`src/eddp_pkg.sv`:
```
// Shared constants, request codes and state type for the edit distance block.
`timescale 1ns / 1ps
package eddp_pkg;

    localparam int MAX_LEN_DEF     = 64;
    localparam int SYMBOL_BITS_DEF = 8;

    localparam int REQ_W    = 2;
    localparam int SYM_IN_W = 8;
    localparam int FIELD_W  = 7;
    localparam int OUT_DW   = 24;

    localparam logic [REQ_W-1:0] REQ_FIRST   = 2'd0;
    localparam logic [REQ_W-1:0] REQ_SECOND  = 2'd1;
    localparam logic [REQ_W-1:0] REQ_COMPUTE = 2'd2;

    typedef enum logic [1:0] {
        ST_IDLE,
        ST_ROW,
        ST_CELL,
        ST_DONE
    } t_state;

endpackage

```
`src/eddp_ram.sv`:
```
// Simple dual-port synchronous RAM with registered, enabled read.
`timescale 1ns / 1ps
module eddp_ram #(
    parameter int DEPTH = 64,
    parameter int WIDTH = 8,
    localparam int AW   = (DEPTH > 1) ? $clog2(DEPTH) : 1
) (
    input  logic             i_clk,
    input  logic             i_we,
    input  logic [AW-1:0]    i_waddr,
    input  logic [WIDTH-1:0] i_wdata,
    input  logic             i_re,
    input  logic [AW-1:0]    i_raddr,
    output logic [WIDTH-1:0] o_rdata
);

    logic [WIDTH-1:0] r_mem [DEPTH];
    logic [WIDTH-1:0] r_rdata;

    always_ff @(posedge i_clk) begin
        if (i_we) begin
            r_mem[i_waddr] <= i_wdata;
        end
        if (i_re) begin
            r_rdata <= r_mem[i_raddr];
        end
    end

    assign o_rdata = r_rdata;

endmodule

```
`src/eddp_cell.sv`:
```
// One cell of the edit distance recurrence: match or minimum of three plus one.
`timescale 1ns / 1ps
module eddp_cell #(
    parameter int CW = 7,
    parameter int SW = 8
) (
    input  logic [CW-1:0] i_diag,
    input  logic [CW-1:0] i_left,
    input  logic [CW-1:0] i_up,
    input  logic [SW-1:0] i_sym_a,
    input  logic [SW-1:0] i_sym_b,
    output logic [CW-1:0] o_cell
);

    logic [CW-1:0] w_min_lu;
    logic [CW-1:0] w_min3;

    always_comb begin
        w_min_lu = (i_left < i_up) ? i_left : i_up;
        w_min3   = (w_min_lu < i_diag) ? w_min_lu : i_diag;
        o_cell   = (i_sym_a == i_sym_b) ? i_diag : (w_min3 + CW'(1));
    end

endmodule

```
`src/edit_distance_dp.sv`:
```
// Top level of the Levenshtein edit distance block.
`timescale 1ns / 1ps
// Usage:
//   Slave channel: tuser carries the request (0 append to first string,
//   1 append to second string, 2 compute), tdata carries the symbol.
//   Append beats are taken one per cycle while the block is idle; an append
//   to a full string is dropped and raises the overflow flag of the next
//   result. Request code 3 is taken and ignored.
//   A compute beat snapshots both lengths, empties both strings and walks
//   the cost matrix one cell per cycle through the cost row RAM, with a row
//   step before each row to fetch the row symbol; when either string is
//   empty it goes straight to the result. tready stays low during that walk.
//   Master channel: one beat per compute, held in an output register until
//   taken; appends are accepted while it waits. A following compute finishes
//   its walk and then waits for the output register to free up.
//   Reset empties both strings, clears the overflow flag and drops any
//   pending result. String contents need no clearing.
module edit_distance_dp #(
    parameter int MAX_LEN     = eddp_pkg::MAX_LEN_DEF,
    parameter int SYMBOL_BITS = eddp_pkg::SYMBOL_BITS_DEF
) (
    input  logic                             i_clk,
    input  logic                             i_rst_n,
    input  logic                             i_s_tvalid,
    output logic                             o_s_tready,
    input  logic [eddp_pkg::SYM_IN_W-1:0]    i_s_tdata,  // [7:0] symbol
    input  logic [eddp_pkg::REQ_W-1:0]       i_s_tuser,  // [1:0] req_type
    output logic                             o_m_tvalid,
    input  logic                             i_m_tready,
    // [6:0] distance, [7] overflow, [14:8] first_length,
    // [21:15] second_length, [23:22] zero
    output logic [eddp_pkg::OUT_DW-1:0]      o_m_tdata
);

    import eddp_pkg::*;

    localparam int AW = (MAX_LEN > 1) ? $clog2(MAX_LEN) : 1;
    localparam int CW = $clog2(MAX_LEN + 1);
    localparam int SW = SYMBOL_BITS;
    localparam int EW = (CW > FIELD_W) ? CW : FIELD_W;
    localparam logic [CW-1:0] MAX_CNT = CW'(MAX_LEN);

    t_state r_state, n_state;

    logic [CW-1:0] r_first_cnt, r_second_cnt;
    logic          r_dropped;
    logic [CW-1:0] r_m, r_n, r_i, r_j;
    logic [CW-1:0] r_diag, r_left, r_dist;
    logic          r_ovf;
    logic          r_out_valid;
    logic [FIELD_W-1:0] r_out_dist, r_out_m, r_out_n;
    logic          r_out_ovf;

    logic          w_in_fire, w_out_free, w_row_end;
    logic [SW-1:0] w_sym;
    logic [SW-1:0] w_sym_a, w_sym_b;
    logic [CW-1:0] w_cost_q, w_up, w_cell, w_jm1;
    logic          w_first_we, w_second_we, w_first_re, w_row_re, w_cost_we;
    logic [AW-1:0] w_row_raddr;
    logic [EW-1:0] w_dist_ext, w_m_ext, w_n_ext;

    for (genvar k = 0; k < SW; k++) begin : g_sym
        if (k < SYM_IN_W) begin : g_bit
            assign w_sym[k] = i_s_tdata[k];
        end else begin : g_zero
            assign w_sym[k] = 1'b0;
        end
    end

    assign w_in_fire  = i_s_tvalid && o_s_tready;
    assign w_out_free = !r_out_valid || i_m_tready;
    assign w_row_end  = (r_j == r_n);
    assign w_jm1      = r_j - CW'(1);
    assign w_up       = (r_i == CW'(1)) ? r_j : w_cost_q;

    always_comb begin
        n_state = r_state;
        unique case (r_state)
            ST_IDLE: begin
                if (w_in_fire && i_s_tuser == REQ_COMPUTE) begin
                    n_state = (r_first_cnt == '0 || r_second_cnt == '0) ? ST_DONE : ST_ROW;
                end
            end
            ST_ROW: begin
                n_state = ST_CELL;
            end
            ST_CELL: begin
                if (w_row_end) begin
                    n_state = (r_i == r_m) ? ST_DONE : ST_ROW;
                end
            end
            ST_DONE: begin
                if (w_out_free) begin
                    n_state = ST_IDLE;
                end
            end
            default: n_state = ST_IDLE;
        endcase
    end

    always_comb begin
        o_s_tready  = (r_state == ST_IDLE);
        w_first_we  = 1'b0;
        w_second_we = 1'b0;
        w_first_re  = (r_state == ST_ROW);
        w_row_re    = (r_state == ST_ROW) || (r_state == ST_CELL);
        w_cost_we   = (r_state == ST_CELL);
        w_row_raddr = (r_state == ST_ROW) ? '0 : r_j[AW-1:0];
        if (w_in_fire) begin
            w_first_we  = (i_s_tuser == REQ_FIRST) && (r_first_cnt < MAX_CNT);
            w_second_we = (i_s_tuser == REQ_SECOND) && (r_second_cnt < MAX_CNT);
        end
    end

    function automatic logic [AW-1:0] w_jm1_row_addr(input logic [CW-1:0] idx);
        logic [CW-1:0] dec;
        dec = idx - CW'(1);
        return dec[AW-1:0];
    endfunction

    eddp_ram #(.DEPTH(MAX_LEN), .WIDTH(SW)) u_first_ram (
        .i_clk   (i_clk),
        .i_we    (w_first_we),
        .i_waddr (r_first_cnt[AW-1:0]),
        .i_wdata (w_sym),
        .i_re    (w_first_re),
        .i_raddr (w_jm1_row_addr(r_i)),
        .o_rdata (w_sym_a)
    );

    eddp_ram #(.DEPTH(MAX_LEN), .WIDTH(SW)) u_second_ram (
        .i_clk   (i_clk),
        .i_we    (w_second_we),
        .i_waddr (r_second_cnt[AW-1:0]),
        .i_wdata (w_sym),
        .i_re    (w_row_re),
        .i_raddr (w_row_raddr),
        .o_rdata (w_sym_b)
    );

    eddp_ram #(.DEPTH(MAX_LEN), .WIDTH(CW)) u_cost_ram (
        .i_clk   (i_clk),
        .i_we    (w_cost_we),
        .i_waddr (w_jm1[AW-1:0]),
        .i_wdata (w_cell),
        .i_re    (w_row_re),
        .i_raddr (w_row_raddr),
        .o_rdata (w_cost_q)
    );

    eddp_cell #(.CW(CW), .SW(SW)) u_cell (
        .i_diag  (r_diag),
        .i_left  (r_left),
        .i_up    (w_up),
        .i_sym_a (w_sym_a),
        .i_sym_b (w_sym_b),
        .o_cell  (w_cell)
    );

    always_ff @(posedge i_clk) begin
        if (!i_rst_n) begin
            r_state      <= ST_IDLE;
            r_first_cnt  <= '0;
            r_second_cnt <= '0;
            r_dropped    <= 1'b0;
            r_i          <= '0;
            r_j          <= '0;
        end else begin
            r_state <= n_state;
            unique case (r_state)
                ST_IDLE: begin
                    if (w_in_fire) begin
                        priority if (i_s_tuser == REQ_FIRST) begin
                            if (r_first_cnt < MAX_CNT) begin
                                r_first_cnt <= r_first_cnt + CW'(1);
                            end else begin
                                r_dropped <= 1'b1;
                            end
                        end else if (i_s_tuser == REQ_SECOND) begin
                            if (r_second_cnt < MAX_CNT) begin
                                r_second_cnt <= r_second_cnt + CW'(1);
                            end else begin
                                r_dropped <= 1'b1;
                            end
                        end else if (i_s_tuser == REQ_COMPUTE) begin
                            r_m          <= r_first_cnt;
                            r_n          <= r_second_cnt;
                            r_ovf        <= r_dropped;
                            r_dist       <= (r_first_cnt == '0) ? r_second_cnt : r_first_cnt;
                            r_i          <= CW'(1);
                            r_first_cnt  <= '0;
                            r_second_cnt <= '0;
                            r_dropped    <= 1'b0;
                        end else begin
                            r_i <= r_i;
                        end
                    end
                end
                ST_ROW: begin
                    r_diag <= r_i - CW'(1);
                    r_left <= r_i;
                    r_j    <= CW'(1);
                end
                ST_CELL: begin
                    r_diag <= w_up;
                    r_left <= w_cell;
                    if (w_row_end) begin
                        r_dist <= w_cell;
                        if (r_i != r_m) begin
                            r_i <= r_i + CW'(1);
                        end
                    end else begin
                        r_j <= r_j + CW'(1);
                    end
                end
                ST_DONE: begin
                    r_j <= r_j;
                end
                default: begin
                    r_j <= r_j;
                end
            endcase
        end
    end

    assign w_dist_ext = EW'(r_dist);
    assign w_m_ext    = EW'(r_m);
    assign w_n_ext    = EW'(r_n);

    always_ff @(posedge i_clk) begin
        if (!i_rst_n) begin
            r_out_valid <= 1'b0;
        end else if (r_state == ST_DONE && w_out_free) begin
            r_out_valid <= 1'b1;
        end else if (i_m_tready) begin
            r_out_valid <= 1'b0;
        end
    end

    always_ff @(posedge i_clk) begin
        if (r_state == ST_DONE && w_out_free) begin
            r_out_dist <= w_dist_ext[FIELD_W-1:0];
            r_out_ovf  <= r_ovf;
            r_out_m    <= w_m_ext[FIELD_W-1:0];
            r_out_n    <= w_n_ext[FIELD_W-1:0];
        end
    end

    assign o_m_tvalid = r_out_valid;
    assign o_m_tdata  = {(OUT_DW - 3 * FIELD_W - 1)'(0), r_out_n, r_out_m, r_out_ovf, r_out_dist};

    a_cell_in_row: assert property (@(posedge i_clk) disable iff (!i_rst_n)
        (r_state == ST_CELL) |-> (r_j >= CW'(1) && r_j <= r_n))
        else $error("column index outside the active row");

    a_row_in_range: assert property (@(posedge i_clk) disable iff (!i_rst_n)
        (r_state == ST_ROW) |-> (r_i >= CW'(1) && r_i <= r_m))
        else $error("row index outside the first string");

    a_count_bound: assert property (@(posedge i_clk) disable iff (!i_rst_n)
        (r_first_cnt <= MAX_CNT) && (r_second_cnt <= MAX_CNT))
        else $error("string length beyond capacity");

    a_result_loaded: assert property (@(posedge i_clk) disable iff (!i_rst_n)
        (r_state == ST_DONE && w_out_free) |=> (r_out_valid && r_state == ST_IDLE))
        else $error("finished result not presented");

endmodule
```
`config.mk`:
```
export PLATFORM = sky130hd
export DESIGN_NAME = edit_distance_dp
export DESIGN_NICKNAME = d
export VERILOG_FILES = /design/src/eddp_pkg.sv /design/src/eddp_ram.sv /design/src/eddp_cell.sv /design/src/edit_distance_dp.sv
export SDC_FILE = /design/constraint.sdc
export NUM_CORES = 2
export LEC_CHECK = 0
export ABC_AREA = 1
export BUFFER_PORTS_ARGS = -buffer_cell sky130_fd_sc_hd__buf_2
export CORE_MARGIN = 3
export CORE_UTILIZATION = 60
export CTS_BUF_LIST = sky130_fd_sc_hd__clkbuf_16
export CTS_CLUSTER_DIAMETER = 80
export CTS_CLUSTER_SIZE = 40
export DETAILED_ROUTE_END_ITERATION = 10
export HOLD_SLACK_MARGIN = 0.1
export PLACE_DENSITY = 0.76
export SLEW_MARGIN = 10
export SYNTH_ARGS = -nofsm -noshare
export SYNTH_HDL_FRONTEND = slang
export SYNTH_SLANG_ARGS = --single-unit
```
`constraint.sdc`:
```
create_clock -name i_clk -period 7.4 [get_ports i_clk]
set_input_delay 0.37 -clock i_clk [delete_from_list [all_inputs] [get_ports i_clk]]
set_output_delay 0.37 -clock i_clk [all_outputs]
set_load 0.03 [all_outputs]
```
---- Word level (Yosys, flattened, before mapping) ----
Memories as Yosys holds them, arrays and structs flattened. A register that Yosys moved wholly into a read port is not among the register bits.
Cells that the tools add are included.
operators by class
  add/subtract/negate cells ............... 7
  magnitude comparators ................... 4
  eq/ne operators ......................... 24
  multiplexer cells ....................... 50
  bitwise gates (word level) .............. 2
  reductions and logical operators ........ 28
operators by type and width
  kind                                                                count
  7-bit two-way mux                                                   23
  7-bit one-hot mux with 2 select lines                               5
  7-bit by 1-bit adder with 7-bit output, second input constant       5
  2-bit != test, second input constant                                8
  1-bit two-way mux                                                   15
  5-bit AND reduction                                                 3
  7-bit == test                                                       2
  7-bit logical NOT                                                   2
  7-bit less-than comparator                                          2
  7-bit less-than comparator, second input constant                   2
  7-bit AND reduction                                                 2
  2-bit two-way mux                                                   5
  2-bit by 1-bit != test with 1-bit output, second input constant     5
  2-bit nonzero test                                                  5
  8-bit == test                                                       1
  2-bit one-hot mux with 4 select lines                               1
  7-bit by 1-bit == test with 1-bit output, second input constant     1
  7-bit != test                                                       1
  7-bit by 1-bit subtractor with 7-bit output, second input constant  1
  2-bit == test, second input constant                                3
  6-bit two-way mux                                                   1
  6-bit AND reduction                                                 1
  6-bit by 1-bit subtractor with 6-bit output, second input constant  1
  1-bit logical AND                                                   5
  other kinds (9)                                                     15
word-level totals
  bits in registers ....................... 90
  memory bits (writable) .................. 1472
  output and inout port bits .............. 26
  word-level logic and storage cells ...... 135
  memories kept ........................... 3
memory list
  memory              words  width  read ports  clocked after Yosys merged registers in  write ports  RTL line        text
  u_first_ram.r_mem   64     8      1           1                                        1            eddp_ram.sv:17  logic [WIDTH-1:0] r_mem [DEPTH];
  u_second_ram.r_mem  64     8      1           1                                        1            eddp_ram.sv:17
  u_cost_ram.r_mem    64     7      1           1                                        1            eddp_ram.sv:17

---- Logic depth before layout (Yosys ltp) ----
  depth in word-level cells ............... 10
  gate-level depth with buffers ........... 32

---- Cells and area by module ----
From an unflattened synthesis, not the netlist that was laid out.
unflattened totals
  cell total of the unflattened synthesis .. 5869
  area, all modules ....................... 66772.8 µm²
modules (own cells, without submodules)
  module                      times used  cells an instance  area an instance (µm²)  sequential area each (µm²)
  eddp_ram (u_first_ram ...)  2           1805               21419.3                 15615.0
  eddp_ram (u_cost_ram)       1           1604               18656.6                 13663.1
  edit_distance_dp            1           503                4421.7                  2382.3
  eddp_cell                   1           152                855.8                   0.0

---- Worst setup path before layout ----
Ideal clock, no wire load.
  path type ............................... register -> register
  from .................................... register r_i[1]
  to ...................................... memory u_cost_ram.r_mem[0][0] (netlist bit) (data pin)
  data arrival time ....................... 5888 ps
  data required time ...................... 6689 ps
  slack ................................... 801 ps
  stages on the path, launching flop included .. 22
  cells stage by stage .................... dfxtp_1 inv_1 ha_1 inv_1 nor2_4 nand3_4 mux2i_1 ha_1 nand2_1 nor2_1 a21oi_2 nand2_2 buf_6 a21oi_1 ha_1 a21oi_1 nor2_1 a211oi_2 nand2_4 nand2_1 nand2_1 o21ai_0
between the ends
  word-level cells in the longest chain between the ends .. 8
ends and longest elaborated chain
  what                                        RTL line                 text
  from (decl)                                 edit_distance_dp.sv:47   logic [CW-1:0] r_m, r_n, r_i, r_j;
  from (signal assigned)                      edit_distance_dp.sv:195  r_i <= r_i;
  from (signal assigned)                      edit_distance_dp.sv:210  r_i <= r_i + CW'(1);
  7-bit by 1-bit == test with 1-bit output *  edit_distance_dp.sv:74   assign w_up = (r_i == CW'(1)) ? r_j : w_cost_q;
  7-bit two-way mux *                         edit_distance_dp.sv:74
  7-bit less-than comparator                  eddp_cell.sv:19          w_min_lu = (i_left < i_up) ? i_left : i_up;
  7-bit two-way mux *                         eddp_cell.sv:19
  7-bit less-than comparator                  eddp_cell.sv:20          w_min3 = (w_min_lu < i_diag) ? w_min_lu : i_diag;
  7-bit two-way mux *                         eddp_cell.sv:20
  7-bit by 1-bit adder with 7-bit output *    eddp_cell.sv:21          o_cell = (i_sym_a == i_sym_b) ? i_diag : (w_min3 + CW'(1));
  7-bit two-way mux *                         eddp_cell.sv:21
  named net u_cell.o_cell[0]                  eddp_cell.sv:12          output logic [CW-1:0] o_cell
  to (decl)                                   eddp_ram.sv:17
Mark *: on every way through the listed nets, which the timed path passes. The rest lies on a longest branch.

---- Final worst setup path ----
  from .................................... register r_i[1]
  to ...................................... memory u_cost_ram.r_mem[19][6] (netlist bit) (data pin)
Same word-level chain as after synthesis.

==> impl_metrics.env <==
export IMPL_numCtsBuffers=53
export IMPL_setup_tns_ns=0
export IMPL_total_power_mw=24.96
export IMPL_whs_path_depth=1
export IMPL_hold_path_class="in2reg"
export IMPL_wl_per_cell_um=25.16
export IMPL_max_freq_mhz=164.8
export IMPL_crit_required_ns=7.75
export IMPL_synthMuxAreaShare=0.01262
export IMPL_syn_to_final_growth_pct=5.027
export IMPL_clkLatencyLatePin_ns=0.74
export IMPL_status="finished clean"
export IMPL_whs_endpoint="u_first_ram.r_mem[21][7]"
export IMPL_rsz0062_at_grt="false"
export IMPL_antenna_found_initial=2
export IMPL_powerDensity_nw_per_um2=369.8
export IMPL_synth_simple_area_share=0.09709
export IMPL_synth_xor_area_share=0.003816
export IMPL_synthAdderAreaFrac=0.004867
export IMPL_htree_levels=2
export IMPL_syn_avg_cell_area_um2=13.43
export IMPL_r2r_cells=26
export IMPL_ys_flop_type="edfxtp_1"
export IMPL_worst_slew_pin_slew_ns=1.327
export IMPL_path_clk_slew_ns=0.14
export IMPL_ys_warn_count=0
export IMPL_final_common_cell="edfxtp_1"
export IMPL_io_buffers=37
export IMPL_final_cell_mix="edfxtp_1 (1553), nor2_1 (1085), o21ai_0 (422), nand3_1 (189), o32ai_1 (168)"
export IMPL_drt_total_wl_um=152000
export IMPL_leakagePower_nw=20.78
export IMPL_ios=40
export IMPL_ys_seq_elements=1585
export IMPL_routabilityCongestion=0.8733
export IMPL_slew_viol_final=0
export IMPL_yosys_area_top_type_share=0.7256
export IMPL_post_route_min_period_ns=6.067
export IMPL_cts_root_buf="clkbuf_16"
export IMPL_final_util=0.6376
export IMPL_synth_edf_count=1553
export IMPL_worstSetupPathType="reg2reg"
export IMPL_crit_path_end_kind="flop"
export IMPL_grtUsageTotal=0.2682
export IMPL_crit_fanout=64
export IMPL_finalHoldViolations=0
export IMPL_ant_nets=0
export IMPL_cts_tree="done"
export IMPL_drc_errors=0
export IMPL_synth_async_sr_flop_share=0
export IMPL_synth_top_family_by_area="compound AO/OA/AOI/OAI gates"
export IMPL_vias_per_cell=6.534
export IMPL_setup_viol=0
export IMPL_synth_cell_types=47
export IMPL_layout_setup_ws_ns=1.333
export IMPL_drtPass1Iterations=5
export IMPL_synth_compound_area_share=0.1211
export IMPL_synth_seq_area_share=0.7356
export IMPL_fin_worst_skew_ns=0.05652
export IMPL_pre_cts_ws_ns=1.433
export IMPL_nets=4653
export IMPL_hpwl_um=88280
export IMPL_num_rows=119
export IMPL_min_period_over_period=0.8198
export IMPL_design_area_um2=67500
export IMPL_overflow=0
export IMPL_synthesis_instances=4787
export IMPL_reg2reg_to="u_cost_ram.r_mem[19][6]"
export IMPL_hp_start="i_s_tdata[7]"
export IMPL_r2r_start="r_i[1]"
export IMPL_dieHeight_um=333.3
export IMPL_cts_resized=0
export IMPL_place_area_um2=65590
export IMPL_initial_utilization=0.6071
export IMPL_yosys_area_top_type="edfxtp_1"
export IMPL_dp_cells=5943
export IMPL_drtIter0Drc=5818
export IMPL_grt_max_degree=229
export IMPL_grt_pass1_vias=37092
export IMPL_fp_dieW_um=333.3
export IMPL_cts_sinks=1585
export IMPL_worstPathArrival_ns=6.42
export IMPL_max_cap_violations=0
export IMPL_reg2reg_slack_ns=1.33
export IMPL_syn_area_um2=64270
export IMPL_grt_pass1_wl_um=228800
export IMPL_worst_setup_path_start_kind="flop"
export IMPL_finalNonFillerCells=6042
export IMPL_ir_drop_uv=563.6
export IMPL_drive_gt1_frac=0.05204
export IMPL_synthTopCellsByArea="edfxtp_1 (73%), nor2_1 (6.4%), o21ai_0 (3.3%)"
export IMPL_core_area_um2=105900
export IMPL_clock_path_buffers=3
export IMPL_die_area_um2=111100
export IMPL_hold_slack_ns=0.1477
export IMPL_vias=39478
export IMPL_maxSlewHeadroom=0.1155
-- Yosys cell counts, types with 5 or more instances --
cell type and instances:
xor2_1 23, a21oi_1 29, clkbuf_1 270, clkinv_1 6, o21ai_0 424, inv_1 83
nand3_2 8, dfxtp_1 32, a211oi_1 6, nor3b_1 6, nand2_2 23, edfxtp_1 1553
o21ai_2 5, nand4_1 6, o21bai_1 122, o311ai_0 120, buf_1 40, o32ai_1 168
xnor2_1 5, o221ai_1 81, mux2i_1 81, nor3_1 20, nor2_1 1090, nand3_1 189
o211ai_1 160, nand2_1 167, ha_1 25
-- cell families (layout without fill, tap and decap cells) --
| kind of cell | after synthesis | in the layout |
|---|---|---|
| fa+ha+maj | 25 | 25 |
| buf+inv | 413 | 275 |
| xor+xnor | 28 | 28 |
| compound gates | 1126 | 1126 |
| other cells | 1 | 3 |
| simple gates | 1528 | 1528 |
| flops | 1585 | 1585 |
| mux | 81 | 81 |
-- per-layer routing --
metal	vias to the layer above	global-route usage	part of all wire
li1	17680	-	-
met1	19527	0.3949	0.41
met2	2019	0.4242	0.47
met3	252	0.03614	0.091
met4	0	0.08117	0.030
met5	-	0	0
-- where the power goes --
part / internal [mW] / total (mW) / leakage, nW / switching (mW)
Clock: 1.52 / 4.26 / 0.899 / 2.75
Sequential: 12.4 / 12.5 / 14.2 / 0.0997
Combinational: 1.87 / 8.18 / 5.64 / 6.31
-- layout make-up --
type	instances	area (um2)
Multi-Input combinational cell	2790	15530
Sequential cell	1585	47280
Antenna cell	1	2.502
Inverter	93	361.6
Clock inverter	36	457.9
Fill cell	7543	38360
Clock buffer	55	1376
Timing Repair Buffer	91	753.2
Tap cell	1391	1740
-- flip-flops by register name (all words and copies together), names as in the netlist, 8 cells and up --
name                  flops
u_second_ram.r_mem      512
u_cost_ram.r_mem        448
u_second_ram.o_rdata      8
u_first_ram.o_rdata       8
u_first_ram.r_mem       512
-- worst max path at each step --
stage,start,cells after the start,end
after global routing,r_i[1],27,u_cost_ram.r_mem[17][6]
after floorplan,r_i[1],21,u_cost_ram.r_mem[0][0]
after CTS,r_i[1],26,u_cost_ram.r_mem[16][6]
final,r_i[1],26,u_cost_ram.r_mem[19][6]
after global placement,r_i[1],26,u_cost_ram.r_mem[16][6]
after detailed placement,r_i[1],26,u_cost_ram.r_mem[17][6]
-- critical path, cell delays in order, from the launching register on --
cell      delay, ns
dfxtp_1        0.36
inv_1          0.20
ha_1           0.19
inv_1          0.06
nor2_4         0.17
nand3_4        0.19
mux2i_1        0.30
ha_1           0.31
inv_1          0.07
o21bai_1       0.08
a21oi_2        0.15
nand2_2        0.17
a21oi_1        0.29
ha_1           0.29
a21oi_1        0.16
nor2_1         0.06
a211oi_2       0.50
nand2_4        0.24
nand2_1        0.10
nand2_1        0.16
ha_1           0.30
inv_1          0.06
nor2_1         0.05
nand3_1        0.09
nand2_1        0.06
nand3_2        0.08
and2_2         0.93
-- timing repair --
action,4_1_cts,5_1_grt
hold buffers,7,0
endpoints found under the hold margin,90,0
setup buffers,0,0
No activity file was read; power rests on OpenSTA's default activity.
